[config.mk]
export PLATFORM = sky130hd
export DESIGN_NAME = bucket_histogram_percent_unit_flat
export DESIGN_NICKNAME = d
export VERILOG_FILES = /design/src/rtl/core/bhp_pkg.sv /design/src/rtl/core/bhp_if.sv /design/src/rtl/core/bucket_histogram_percent_unit.sv /design/src/flat_wrapper.sv
export SDC_FILE = /design/constraint.sdc
export NUM_CORES = 1
export LEC_CHECK = 0
export BUFFER_PORTS_ARGS = -buffer_cell sky130_fd_sc_hd__buf_4
export CORE_ASPECT_RATIO = 0.6
export CORE_MARGIN = 2
export CORE_UTILIZATION = 50
export DETAILED_ROUTE_END_ITERATION = 10
export PLACE_DENSITY_LB_ADDON = 0.05
export SLEW_MARGIN = 40
export SYNTH_ARGS = -nofsm -noshare
export SYNTH_HDL_FRONTEND = slang
export SYNTH_SLANG_ARGS = --single-unit
[constraint.sdc]
create_clock -name clk_i -period 11.9 [get_ports clk_i]
set_input_delay 2.975 -clock clk_i [delete_from_list [all_inputs] [get_ports clk_i]]
set_output_delay 2.975 -clock clk_i [all_outputs]
set_load 0.1 [all_outputs]
[src/rtl/core/bhp_pkg.sv]
// ----------------------------------------------------------------------------
// bhp_pkg
// Shared types, widths and codes of the bucket histogram percent unit.
// ----------------------------------------------------------------------------
package bhp_pkg;

  localparam int NUM_BUCKETS = 8;
  localparam int NUM_LIMITS  = 7;

  localparam int CNT_W     = 32;
  localparam int IDX_W     = 3;
  localparam int PCT_W     = 7;
  localparam int STAT_W    = 2;
  localparam int CFG_IDX_W = 3;
  localparam int LIM_IDX_W = 3;

  localparam int BKT_W  = (NUM_BUCKETS > 1) ? $clog2(NUM_BUCKETS) : 1;
  localparam int TOT_W  = CNT_W + BKT_W;
  localparam int QUO_W  = PCT_W;
  localparam int NUM_W  = CNT_W + PCT_W;
  localparam int DEN_W  = TOT_W + QUO_W - 1;
  localparam int CMP_W  = (DEN_W > NUM_W) ? DEN_W : NUM_W;
  localparam int STEP_W = $clog2(QUO_W);

  localparam logic [CNT_W-1:0] CNT_MAX   = '1;
  localparam logic [PCT_W-1:0] PCT_SCALE = 7'd100;

  localparam logic OP_ADD   = 1'b0;
  localparam logic OP_CLEAR = 1'b1;

  localparam logic [STAT_W-1:0] STAT_COUNTED  = 2'd0;
  localparam logic [STAT_W-1:0] STAT_REJECTED = 2'd1;
  localparam logic [STAT_W-1:0] STAT_CLEARED  = 2'd2;

  typedef logic [CNT_W-1:0] limit_arr_t [NUM_LIMITS];

  localparam limit_arr_t LIMIT_RESET = '{
    32'd1, 32'd2, 32'd4, 32'd8, 32'd16, 32'd32, 32'd64
  };

  typedef enum logic [2:0] {
    ST_IDLE,
    ST_BIN,
    ST_RDT,
    ST_UPD,
    ST_RD,
    ST_MUL,
    ST_DIV,
    ST_PUT
  } state_e;

endpackage

[src/rtl/core/bhp_if.sv]
// ----------------------------------------------------------------------------
// bhp_in_if / bhp_out_if
// Valid/ready channels for the input items and the bucket results.
// ----------------------------------------------------------------------------
interface bhp_in_if import bhp_pkg::*; ();
  logic             valid;
  logic             ready;
  logic             opcode;
  logic [CNT_W-1:0] sample;

  modport source (output valid, output opcode, output sample, input ready);
  modport sink   (input valid, input opcode, input sample, output ready);
endinterface

interface bhp_out_if import bhp_pkg::*; ();
  logic              valid;
  logic              ready;
  logic [IDX_W-1:0]  bucket_index;
  logic [CNT_W-1:0]  bucket_count;
  logic [PCT_W-1:0]  bucket_percent;
  logic [STAT_W-1:0] status;
  logic              last_of_run;

  modport source (
    output valid, output bucket_index, output bucket_count,
    output bucket_percent, output status, output last_of_run, input ready
  );
  modport sink (
    input valid, input bucket_index, input bucket_count,
    input bucket_percent, input status, input last_of_run, output ready
  );
endinterface

[src/rtl/core/bucket_histogram_percent_unit.sv]
// ----------------------------------------------------------------------------
// bucket_histogram_percent_unit
// An item is taken only in the idle state and then emits one result per bucket.
// A clear or a rejected sample keeps the unit busy until all bucket results are out,
// an add also for binning (one limit compare per cycle) and the update.
// Each bucket runs memory read, multiply, 7-step divide, load; the load waits for a free output.
// Reset clears all counts at once through per-entry valid flags and loads
// the default limits; there is no clearing pass.
// ----------------------------------------------------------------------------
module bucket_histogram_percent_unit import bhp_pkg::*; (
  input  logic                 clk_i,
  input  logic                 rst_ni,
  input  logic                 cfg_we_i,
  input  logic [CFG_IDX_W-1:0] cfg_index_i,
  input  logic [CNT_W-1:0]     cfg_data_i,
  bhp_in_if.sink               in_i,
  bhp_out_if.source            out_o
);

  state_e state_q, state_d;

  logic [CNT_W-1:0]     limit_q [NUM_LIMITS];
  logic [NUM_BUCKETS-1:0] vld_q, vld_d;
  logic [CNT_W-1:0]     cnt_mem [NUM_BUCKETS];
  logic [CNT_W-1:0]     rd_data_q;
  logic                 rd_vld_q;

  logic [LIM_IDX_W-1:0] idx_q, idx_d;
  logic [BKT_W-1:0]     tgt_q, tgt_d;
  logic [BKT_W-1:0]     bkt_q, bkt_d;
  logic [STEP_W-1:0]    step_q, step_d;
  logic [STAT_W-1:0]    status_q, status_d;
  logic [CNT_W-1:0]     sample_q, sample_d;
  logic [CNT_W-1:0]     cnt_q, cnt_d;
  logic [NUM_W-1:0]     num_q, num_d;
  logic [DEN_W-1:0]     den_q, den_d;
  logic [QUO_W-1:0]     quo_q, quo_d;
  logic [TOT_W-1:0]     total_q, total_d;

  logic                 out_vld_q, out_vld_d;
  logic [IDX_W-1:0]     out_idx_q, out_idx_d;
  logic [CNT_W-1:0]     out_cnt_q, out_cnt_d;
  logic [PCT_W-1:0]     out_pct_q, out_pct_d;
  logic [STAT_W-1:0]    out_stat_q, out_stat_d;
  logic                 out_last_q, out_last_d;

  logic                 mem_we, mem_re;
  logic [BKT_W-1:0]     mem_waddr, mem_raddr;
  logic [CNT_W-1:0]     mem_wdata;

  logic                 in_fire, out_fire, out_free;
  logic                 hit, fits, last_bkt, last_lim, step_done;
  logic [CNT_W-1:0]     cur;

  assign in_fire   = in_i.valid && in_i.ready;
  assign out_fire  = out_o.valid && out_o.ready;
  assign out_free  = !out_vld_q || out_o.ready;
  assign in_i.ready = (state_q == ST_IDLE);

  assign hit       = (sample_q <= limit_q[idx_q]);
  assign last_lim  = (idx_q == LIM_IDX_W'(NUM_BUCKETS - 2));
  assign last_bkt  = (bkt_q == BKT_W'(NUM_BUCKETS - 1));
  assign step_done = (step_q == '0);
  assign cur       = rd_vld_q ? rd_data_q : '0;
  assign fits      = (CMP_W'(num_q) >= CMP_W'(den_q));

  always_comb begin
    state_d = state_q;
    case (state_q)
      ST_IDLE: begin
        if (in_fire) begin
          if (in_i.opcode == OP_ADD && in_i.sample != '0) begin
            state_d = ST_BIN;
          end else begin
            state_d = ST_RD;
          end
        end
      end
      ST_BIN: begin
        if (hit || last_lim) begin
          state_d = ST_RDT;
        end
      end
      ST_RDT: state_d = ST_UPD;
      ST_UPD: state_d = ST_RD;
      ST_RD:  state_d = ST_MUL;
      ST_MUL: state_d = ST_DIV;
      ST_DIV: begin
        if (step_done) begin
          state_d = ST_PUT;
        end
      end
      ST_PUT: begin
        if (out_free) begin
          state_d = last_bkt ? ST_IDLE : ST_RD;
        end
      end
      default: state_d = ST_IDLE;
    endcase
  end

  always_comb begin
    idx_d      = idx_q;
    tgt_d      = tgt_q;
    bkt_d      = bkt_q;
    step_d     = step_q;
    status_d   = status_q;
    sample_d   = sample_q;
    cnt_d      = cnt_q;
    num_d      = num_q;
    den_d      = den_q;
    quo_d      = quo_q;
    total_d    = total_q;
    vld_d      = vld_q;
    out_vld_d  = out_fire ? 1'b0 : out_vld_q;
    out_idx_d  = out_idx_q;
    out_cnt_d  = out_cnt_q;
    out_pct_d  = out_pct_q;
    out_stat_d = out_stat_q;
    out_last_d = out_last_q;
    mem_we     = 1'b0;
    mem_re     = 1'b0;
    mem_waddr  = tgt_q;
    mem_raddr  = bkt_q;
    mem_wdata  = cur + CNT_W'(1);
    case (state_q)
      ST_IDLE: begin
        if (in_fire) begin
          sample_d = in_i.sample;
          idx_d    = '0;
          bkt_d    = '0;
          if (in_i.opcode == OP_CLEAR) begin
            status_d = STAT_CLEARED;
            vld_d    = '0;
            total_d  = '0;
          end else if (in_i.sample == '0) begin
            status_d = STAT_REJECTED;
          end else begin
            status_d = STAT_COUNTED;
          end
        end
      end
      ST_BIN: begin
        if (hit) begin
          tgt_d = BKT_W'(idx_q);
        end else if (last_lim) begin
          tgt_d = BKT_W'(NUM_BUCKETS - 1);
        end else begin
          idx_d = idx_q + LIM_IDX_W'(1);
        end
      end
      ST_RDT: begin
        mem_re    = 1'b1;
        mem_raddr = tgt_q;
      end
      ST_UPD: begin
        if (cur != CNT_MAX) begin
          mem_we       = 1'b1;
          vld_d[tgt_q] = 1'b1;
          total_d      = total_q + TOT_W'(1);
        end
      end
      ST_RD: begin
        mem_re = 1'b1;
      end
      ST_MUL: begin
        cnt_d  = cur;
        num_d  = NUM_W'(cur) * NUM_W'(PCT_SCALE);
        den_d  = DEN_W'(total_q) << (QUO_W - 1);
        step_d = STEP_W'(QUO_W - 1);
        quo_d  = '0;
      end
      ST_DIV: begin
        if (fits) begin
          num_d = num_q - NUM_W'(den_q);
        end
        den_d  = den_q >> 1;
        quo_d  = {quo_q[QUO_W-2:0], fits};
        step_d = step_q - STEP_W'(1);
      end
      ST_PUT: begin
        if (out_free) begin
          out_vld_d  = 1'b1;
          out_idx_d  = IDX_W'(bkt_q);
          out_cnt_d  = cnt_q;
          out_pct_d  = (total_q == '0) ? '0 : quo_q;
          out_stat_d = status_q;
          out_last_d = last_bkt;
          bkt_d      = bkt_q + BKT_W'(1);
        end
      end
      default: ;
    endcase
  end

  always_ff @(posedge clk_i) begin
    if (mem_we) begin
      cnt_mem[mem_waddr] <= mem_wdata;
    end
    if (mem_re) begin
      rd_data_q <= cnt_mem[mem_raddr];
      rd_vld_q  <= vld_q[mem_raddr];
    end
  end

  always_ff @(posedge clk_i or negedge rst_ni) begin
    if (!rst_ni) begin
      state_q   <= ST_IDLE;
      vld_q     <= '0;
      total_q   <= '0;
      out_vld_q <= 1'b0;
      limit_q   <= LIMIT_RESET;
    end else begin
      state_q   <= state_d;
      vld_q     <= vld_d;
      total_q   <= total_d;
      out_vld_q <= out_vld_d;
      if (cfg_we_i && cfg_index_i < CFG_IDX_W'(NUM_LIMITS)) begin
        limit_q[cfg_index_i[LIM_IDX_W-1:0]] <= cfg_data_i;
      end
    end
  end

  always_ff @(posedge clk_i) begin
    idx_d_reg: begin
      idx_q      <= idx_d;
      tgt_q      <= tgt_d;
      bkt_q      <= bkt_d;
      step_q     <= step_d;
      status_q   <= status_d;
      sample_q   <= sample_d;
      cnt_q      <= cnt_d;
      num_q      <= num_d;
      den_q      <= den_d;
      quo_q      <= quo_d;
      out_idx_q  <= out_idx_d;
      out_cnt_q  <= out_cnt_d;
      out_pct_q  <= out_pct_d;
      out_stat_q <= out_stat_d;
      out_last_q <= out_last_d;
    end
  end

  assign out_o.valid          = out_vld_q;
  assign out_o.bucket_index   = out_idx_q;
  assign out_o.bucket_count   = out_cnt_q;
  assign out_o.bucket_percent = out_pct_q;
  assign out_o.status         = out_stat_q;
  assign out_o.last_of_run    = out_last_q;

`ifndef SYNTH
  a_clear_zeroes_total: assert property (@(posedge clk_i) disable iff (!rst_ni)
    in_fire && in_i.opcode == OP_CLEAR |=> total_q == '0)
    else $error("total not zero after a clear transaction");

  a_last_is_top_bucket: assert property (@(posedge clk_i) disable iff (!rst_ni)
    out_fire && out_o.last_of_run |-> out_o.bucket_index == IDX_W'(NUM_BUCKETS - 1))
    else $error("last_of_run on a bucket other than the last");

  a_percent_range: assert property (@(posedge clk_i) disable iff (!rst_ni)
    out_o.valid |-> out_o.bucket_percent <= PCT_SCALE)
    else $error("bucket_percent above 100");

  a_busy_not_ready: assert property (@(posedge clk_i) disable iff (!rst_ni)
    in_fire |=> !in_i.ready)
    else $error("input taken again before the previous item finished");
`endif

endmodule

[src/flat_wrapper.sv]
// flat-port wrapper written by rule: the top's interface ports become plain ports
module bucket_histogram_percent_unit_flat import bhp_pkg::*;
  (clk_i, rst_ni, cfg_we_i, cfg_index_i, cfg_data_i, in_i_valid, in_i_opcode, in_i_sample, in_i_ready, out_o_valid, out_o_bucket_index, out_o_bucket_count, out_o_bucket_percent, out_o_status, out_o_last_of_run, out_o_ready);
  bhp_in_if in_i_i ();
  bhp_out_if out_o_i ();
  input  logic clk_i;
  input  logic rst_ni;
  input  logic cfg_we_i;
  input  logic [CFG_IDX_W-1:0] cfg_index_i;
  input  logic [CNT_W-1:0] cfg_data_i;
  input wire logic [$bits(in_i_i.valid)-1:0] in_i_valid;
  input wire logic [$bits(in_i_i.opcode)-1:0] in_i_opcode;
  input wire logic [$bits(in_i_i.sample)-1:0] in_i_sample;
  output wire logic [$bits(in_i_i.ready)-1:0] in_i_ready;
  output wire logic [$bits(out_o_i.valid)-1:0] out_o_valid;
  output wire logic [$bits(out_o_i.bucket_index)-1:0] out_o_bucket_index;
  output wire logic [$bits(out_o_i.bucket_count)-1:0] out_o_bucket_count;
  output wire logic [$bits(out_o_i.bucket_percent)-1:0] out_o_bucket_percent;
  output wire logic [$bits(out_o_i.status)-1:0] out_o_status;
  output wire logic [$bits(out_o_i.last_of_run)-1:0] out_o_last_of_run;
  input wire logic [$bits(out_o_i.ready)-1:0] out_o_ready;
  assign in_i_i.valid = in_i_valid;
  assign in_i_i.opcode = in_i_opcode;
  assign in_i_i.sample = in_i_sample;
  assign in_i_ready = in_i_i.ready;
  assign out_o_valid = out_o_i.valid;
  assign out_o_bucket_index = out_o_i.bucket_index;
  assign out_o_bucket_count = out_o_i.bucket_count;
  assign out_o_bucket_percent = out_o_i.bucket_percent;
  assign out_o_status = out_o_i.status;
  assign out_o_last_of_run = out_o_i.last_of_run;
  assign out_o_i.ready = out_o_ready;
  bucket_histogram_percent_unit u_core (.clk_i(clk_i), .rst_ni(rst_ni), .cfg_we_i(cfg_we_i), .cfg_index_i(cfg_index_i), .cfg_data_i(cfg_data_i), .in_i(in_i_i), .out_o(out_o_i));
endmodule
[Word-level counts from Yosys, hierarchy flattened]
Memories as Yosys holds them, arrays and structs flattened. A register that Yosys moved wholly into a read port is not among the register bits.
Cells that the tools add are included.
Storage, ports and cells
  flip-flop bits (word level): 482
  bits in latches: 0
  memory bits (writable): 256
  memory bits (read-only): 0
  bits of input ports: 73
  memories: 1
Operators by class
  add/sub/neg operators: 6
  multipliers: 1
  div/mod/pow operators: 0
  order comparisons: 9
  equal/unequal tests: 19
  shift-type cells: 0
  mux-type cells: 49
  bitwise gates (word level): 4
  reduce and logical (&&, ||, !) cells: 28
Memory list
  u_core.cnt_mem: words 8, bits a word 32, read ports 1, clocked after memory_dff 1, wr ports 1, line bucket_histogram_percent_unit.sv:24  | logic [CNT_W-1:0] cnt_mem [NUM_BUCKETS];
Operators by type and width (count)
  bitwise mux 224 bit: 1
  2-to-1 mux 32 bit: 4
  2-to-1 mux 35 bit: 3
  binary-select mux 32 bit (select 3 bit): 1
  demux 32 bit (select 3 bit): 1
  one-hot mux 41 bit (2 select lines): 1
  one-hot mux 39 bit (2 select lines): 1
  one-hot mux 35 bit (2 select lines): 1
  greater-or-equal comparator 39 x 41 -> 1 bit: 1
  2-to-1 mux 3 bit: 13
  2-to-1 mux 39 bit: 1
  subtractor 39 bit: 1
  multiplier 32 x 5 -> 37 bit, second input constant: 1
  adder 35 x 1 -> 35 bit, second input constant: 1
  logical NOT 35 bit: 1
  adder 32 x 1 -> 32 bit, second input constant: 1
  <= comparator 32 bit: 1
  logical NOT 32 bit: 1
  != test 32 bit, second input constant: 1
  nonzero test 32 bit: 1
  2-to-1 mux 8 bit: 3
  one-hot mux 3 bit (8 select lines): 1
  equality test 3 bit, second input constant: 6
  one-hot mux 3 bit (2 select lines): 3
  other kinds (28): 66

[Logic depth before layout (Yosys ltp)]
  depth after elaboration: 8
  depth in mapped cells: 21

[Worst setup path before layout]
Ideal clock, no wire load.
  path type: register to register
  start point: register u_core.rd_vld_q
  end point: memory u_core.cnt_mem[4][0] (enable)
  library setup time: 0.516 ns
  data arrival time: 5.574 ns
  data required time: 11.384 ns
  setup slack: 5.809 ns
  stages on the path, launching flop included: 12
  path buffers: 3
  clock period less this slack: 6.091 ns
  cells stage by stage: edfxtp_1 buf_6 clkbuf_1 clkbuf_1 nand2_1 inv_1 ha_1 nand4_1 nor3_1 and4_4 a31o_2 nor4b_1
Between the ends
  cells in the longest elaborated chain, start to end: 6
Ends and longest elaborated chain
  start, declared: line bucket_histogram_percent_unit.sv:26  | logic rd_vld_q;
  start signal, assigned: line bucket_histogram_percent_unit.sv:202  | rd_vld_q <= vld_q[mem_raddr];
  2-to-1 mux 32 bit: line bucket_histogram_percent_unit.sv:64  | assign cur = rd_vld_q ? rd_data_q : '0;
  named net u_core.cur[0]: line bucket_histogram_percent_unit.sv:53  | logic [CNT_W-1:0] cur;
  != test 32 bit: line bucket_histogram_percent_unit.sv:157  | if (cur != CNT_MAX) begin
  2-to-1 mux 1 bit: line bucket_histogram_percent_unit.sv:157
  2-to-1 mux 1 bit: line bucket_histogram_percent_unit.sv:126  | case (state_q)
  2-to-1 mux 1 bit: line bucket_histogram_percent_unit.sv:197  | if (mem_we) begin
  2-to-1 mux 1 bit (not written as such): line bucket_histogram_percent_unit.sv:198  | cnt_mem[mem_waddr] <= mem_wdata;
  end, declared: line bucket_histogram_percent_unit.sv:24
The timed path passes the listed nets, and every way through them passes these cells.

[Final worst setup path]
  start point: register u_core.rd_vld_q
  end point: register u_core.num_q[36], data pin
Between the ends
  cells in the longest elaborated chain, start to end: 3
Ends and longest elaborated chain
  2-to-1 mux 32 bit: line bucket_histogram_percent_unit.sv:64
  named net u_core.cur[0]: line bucket_histogram_percent_unit.sv:53
  multiplier 32 x 5 -> 37 bit: line bucket_histogram_percent_unit.sv:168  | num_d = NUM_W'(cur) * NUM_W'(PCT_SCALE);
  one-hot mux 39 bit (2 select lines): line bucket_histogram_percent_unit.sv:126
  named net u_core.num_d[36]: line bucket_histogram_percent_unit.sv:35  | logic [NUM_W-1:0] num_q, num_d;
  end signal, assigned: line bucket_histogram_percent_unit.sv:233  | num_q <= num_d;
  end, declared: line bucket_histogram_percent_unit.sv:35
The timed path passes the listed nets, and every way through them passes these cells.
A chain may end at the register's enable or synchronous reset.

==> key figures <==
Run status
  • Status: complete, no violations

Clock tree
  • Root Buffer: clkbuf_16
  • Clock H-tree levels: 3
  • Clk pin slew, worst setup/hold paths: 0.06 ns
  • Post_cts resized: 0
  • Post-CTS Setup Bufs: 0
  • Deepest clock path buffer count: 3
  • TritonCTS Buffers: 76
  • Hold Buf Count CTS: 0
  • Skew-Pair Late Insertion Delay: 0.64 ns
  • TritonCTS clock tree: built
  • Clk sinks: 770

Power and ir drop
  • PD cells: 299 mW/mm²
  • Sequential share of power: 33.4%
  • Net Sw Frac: 42.1%
  • Leak pwr: 17.5 nW
  • Peak VDD IR: 0.000184 V
  • Psw: 5.35 mW
  • Comb power frac: 47.8%
  • Internal Power: 7.35 mW
  • Clk pwr share: 18.7%

Detailed routing
  • Post-route DRC: 0
  • Initial drt markers: 2313
  • DR vias/cell: 5.73
  • Via count: 24964
  • Detailed-route wire length per cell: 21.7 µm
  • Pre-Repair DR Iteration Count: 6
  • WL final: 94500 µm
  • Post-route ant nets: 0

Placed design
  • Hpwl dp: 62300 µm
  • Area post-placement: 0.0400 mm²
  • PortBufs: 119
  • Routability Congestion: 0.901

Worst setup path
  • Critical path class: flip-flop to flip-flop
  • Crit Path Max Fanout: 62
  • R2R depth: 16
  • Worst path arrival time: 5.63 ns
  • Cell mode on critical path: ha_1
  • Crit path max-delay family: adder cells
  • CP required: 12.29 ns
  • Crit path largest cell delay: 0.58 ns
  • CP bufs+invs: 2
  • Crit. path cell count: 16
  • Slowest CP cell: o41ai_1
  • Cells along the critical path: buf_4 -> nand2_1 -> inv_1 -> ha_1 -> ha_1 -> ha_1 -> fa_1 -> a21oi_1 -> nor3_1 -> nor4_1 -> nor4b_1 -> o41ai_1 -> o21ai_0 -> a31oi_1 -> xor2_1 -> mux2i_1
  • CP endpoint kind: flip-flop
  • Startpoint Class: flip-flop

Timing
  • Setup TNS Final: 0 ns
  • Endpoints failing hold: 0
  • Fmax: 0.191 GHz
  • Unrepaired setup endpoints after global routing: no
  • Fin crit share: 44.1%
  • Endpoints failing setup: 0
  • Setup Skew: 0.0312 ns
  • Worst rel slew slack: 42.8%
  • Min cycle time layout: 5.24 ns
  • Final Max Slew Viols: 0
  • Worst-margin pin slew: 0.853 ns

Yosys
  • Syn Inst Count: 3203
  • Number of flops mapped to enable cells by yosys: 499
  • Mux contribution to synthesized area: 9.71%
  • Count of state elements after synthesis: 770
  • Mapped Nets: 3467
  • Post-synth cell types: 68
  • Combinational family with the most area after synthesis: simple AND/OR/NAND/NOR gates
  • Compound-cell area share of the yosys netlist: 6.88%
  • Post-synthesis sequential area ratio: 57.5%
  • XOR/XNOR share of the synthesized area: 3.12%
  • Adder-cell area share of the yosys netlist: 6.83%
  • Ys Warns: 0
  • Ys flop type: edfxtp_1
  • Synth Cell Area: 0.0379 mm²
  • Ys async rst share: 35.2%
  • Syn avg cell area: 11.8 µm²
  • Post-Synth Simple-Gate Area: 12.6%

GRT
  • Gr usage total: 24.2%
  • Initial antenna violation count: 1
  • Vias in the first global route: 24255
  • Largest net degree at the start of global routing: 105
  • Global-route wire length before repair: 145000 µm
  • Final global-route overflow total: 0

Floorplan
  • Num ports: 120
  • Die area: 0.0780 mm²
  • Die Height: 217 µm
  • Rows: 78
  • Die width: 359 µm
  • Initial Util: 50.3%
  • Core area: 0.0752 mm²

Finish
  • Fin area: 0.0425 mm²
  • N_diodes: 0
  • Most common cell after layout, fill and taps aside: edfxtp_1
  • Area growth syn-to-layout: 12.3%
  • Most frequent cells in the layout: 499 x edfxtp_1, 495 x nand2_1, 264 x dfrtp_1, 224 x mux2_2, 190 x nand3_1
  • Share of layout cells above drive strength 1: 17.9%
  • # nets final: 3562

Hold path
  • Worst min-delay path class: flip-flop to flip-flop
  • Hold Crit Depth: 0

Job
  • Max Cap Viol: 0
[final timing paths]
kind | start | end | slack (ns)
setup / recovery | u_core.rd_vld_q$_DFFE_PP_ | u_core.num_q[36]$_DFFE_PP_ | 6.66
hold / removal | u_core.cnt_q[8]$_DFFE_PP_ | u_core.out_o.bucket_count[8]$_DFFE_PP_ | 0.41
setup reg to reg | u_core.rd_vld_q$_DFFE_PP_ | u_core.num_q[36]$_DFFE_PP_ | 6.66
max in group asynchronous | rst_ni | u_core.limit_q[57]$_DFFE_PN0P_ | 8.08
hold reg to reg | u_core.cnt_q[8]$_DFFE_PP_ | u_core.out_o.bucket_count[8]$_DFFE_PP_ | 0.41
min in group asynchronous | rst_ni | u_core.limit_q[3]$_DFFE_PN0P_ | 2.22
[metal layers]
| layer | global-route usage, % | wire length (µm) | vias to the layer above | share of wire (%) |
|---|---|---|---|---|
| met2 | 34.6 | 39700 | 747 | 42 |
| met1 | 38.0 | 46700 | 12488 | 49 |
| met5 | 0 | 0 | - | 0 |
| li1 | - | - | 11616 | - |
| met4 | 5.18 | 1480 | 0 | 1.6 |
| met3 | 4.72 | 6590 | 113 | 7.0 |
[area by class of cell]
type / instances / area (µm²)
Sequential cell: 770 / 21800
Multi-Input combinational cell: 2094 / 15100
Clock buffer: 107 / 2130
Fill cell: 6120 / 32700
Inverter: 190 / 713
Clock inverter: 30 / 293
Tap cell: 1000 / 1250
Timing Repair Buffer: 166 / 1320
[cells by family (layout without fill, tap and decap cells)]
group / after synthesis / in the layout
mux: 299 / 299
compound gates: 434 / 434
xor+xnor: 135 / 135
buf+inv: 339 / 493
simple gates: 1035 / 1035
fa+ha+maj: 191 / 191
flops: 770 / 770
[sequential cells by signal (all words and copies together) (netlist names), 7 cells and up]
signal	flops
u_core.cnt_mem	256
u_core.cnt_q	32
u_core.den_q	41
u_core.limit_q	224
u_core.num_q	39
u_core.out_o.bucket_count	32
u_core.out_o.bucket_percent	7
u_core.quo_q	7
u_core.rd_data_q	32
u_core.sample_q	32
u_core.total_q	35
u_core.vld_q	8
[stage by stage]
| stage | hold slack, ns | cells | setup WS [ns] | power, mW | util, % |
|---|---|---|---|---|---|
| 6_report | 0.414 | 4357 | 6.66 | 12.7 | 56.5 |
| 5_1_grt | 0.422 | 4357 | 6.12 | 13.6 | 56.5 |
| 4_1_cts | 0.415 | 4355 | 6.67 | 12.7 | 56.4 |
| 3_5_place_dp | 0.405 | 4218 | 6.71 | 10.3 | 53.2 |
| 3_3_place_gp | 0.404 | 4217 | 6.83 | 10.1 | 53.1 |
| 2_1_floorplan | 0.400 | 3203 | 5.81 | 8.55 | - |
[cell usage after synthesis, drive strengths merged (19+ instances only)]
cell | count | area share [%]
mux4 | 32 | 1.9
inv | 190 | 1.9
and2 | 35 | 0.58
and3 | 35 | 0.58
edfxtp | 499 | 40
o21ai | 175 | 2.3
nor2 | 117 | 1.2
nand3 | 190 | 2.5
buf | 22 | 0.26
mux2i | 41 | 1.1
a21o | 50 | 0.99
nor4 | 22 | 0.38
nand2 | 499 | 5.0
clkbuf | 127 | 1.3
nand4 | 30 | 0.50
dfrtp | 264 | 17
a21oi | 100 | 1.3
xnor2 | 60 | 1.4
nor3 | 26 | 0.36
mux2 | 226 | 6.7
nor2b | 19 | 0.31
ha | 165 | 5.5
o211ai | 37 | 0.73
xor2 | 75 | 1.7
fa | 26 | 1.4
[power by group through the flow]
stage	clock network [mW]	registers [mW]	logic [mW]
after floorplan	0	4.48	4.08
after global placement	0	4.27	5.86
after detailed placement	0	4.29	5.97
after CTS	2.44	4.24	6.03
after global routing	2.54	4.31	6.74
final	2.38	4.25	6.08
[worst register-to-register path: cells and delay by family, from the launching register on]
family                   cells  cell delay [ns]
buffers and inverters        2             0.65
AO/OA/AOI/OAI                4             1.28
flip-flops                   1             0.32
XOR/XNOR                     1             0.18
adder cells (fa/ha/maj)      4             1.33
multiplexers                 1             0.09
AND/OR/NAND/NOR              4             1.15
Power figures use the tool's default switching activity.
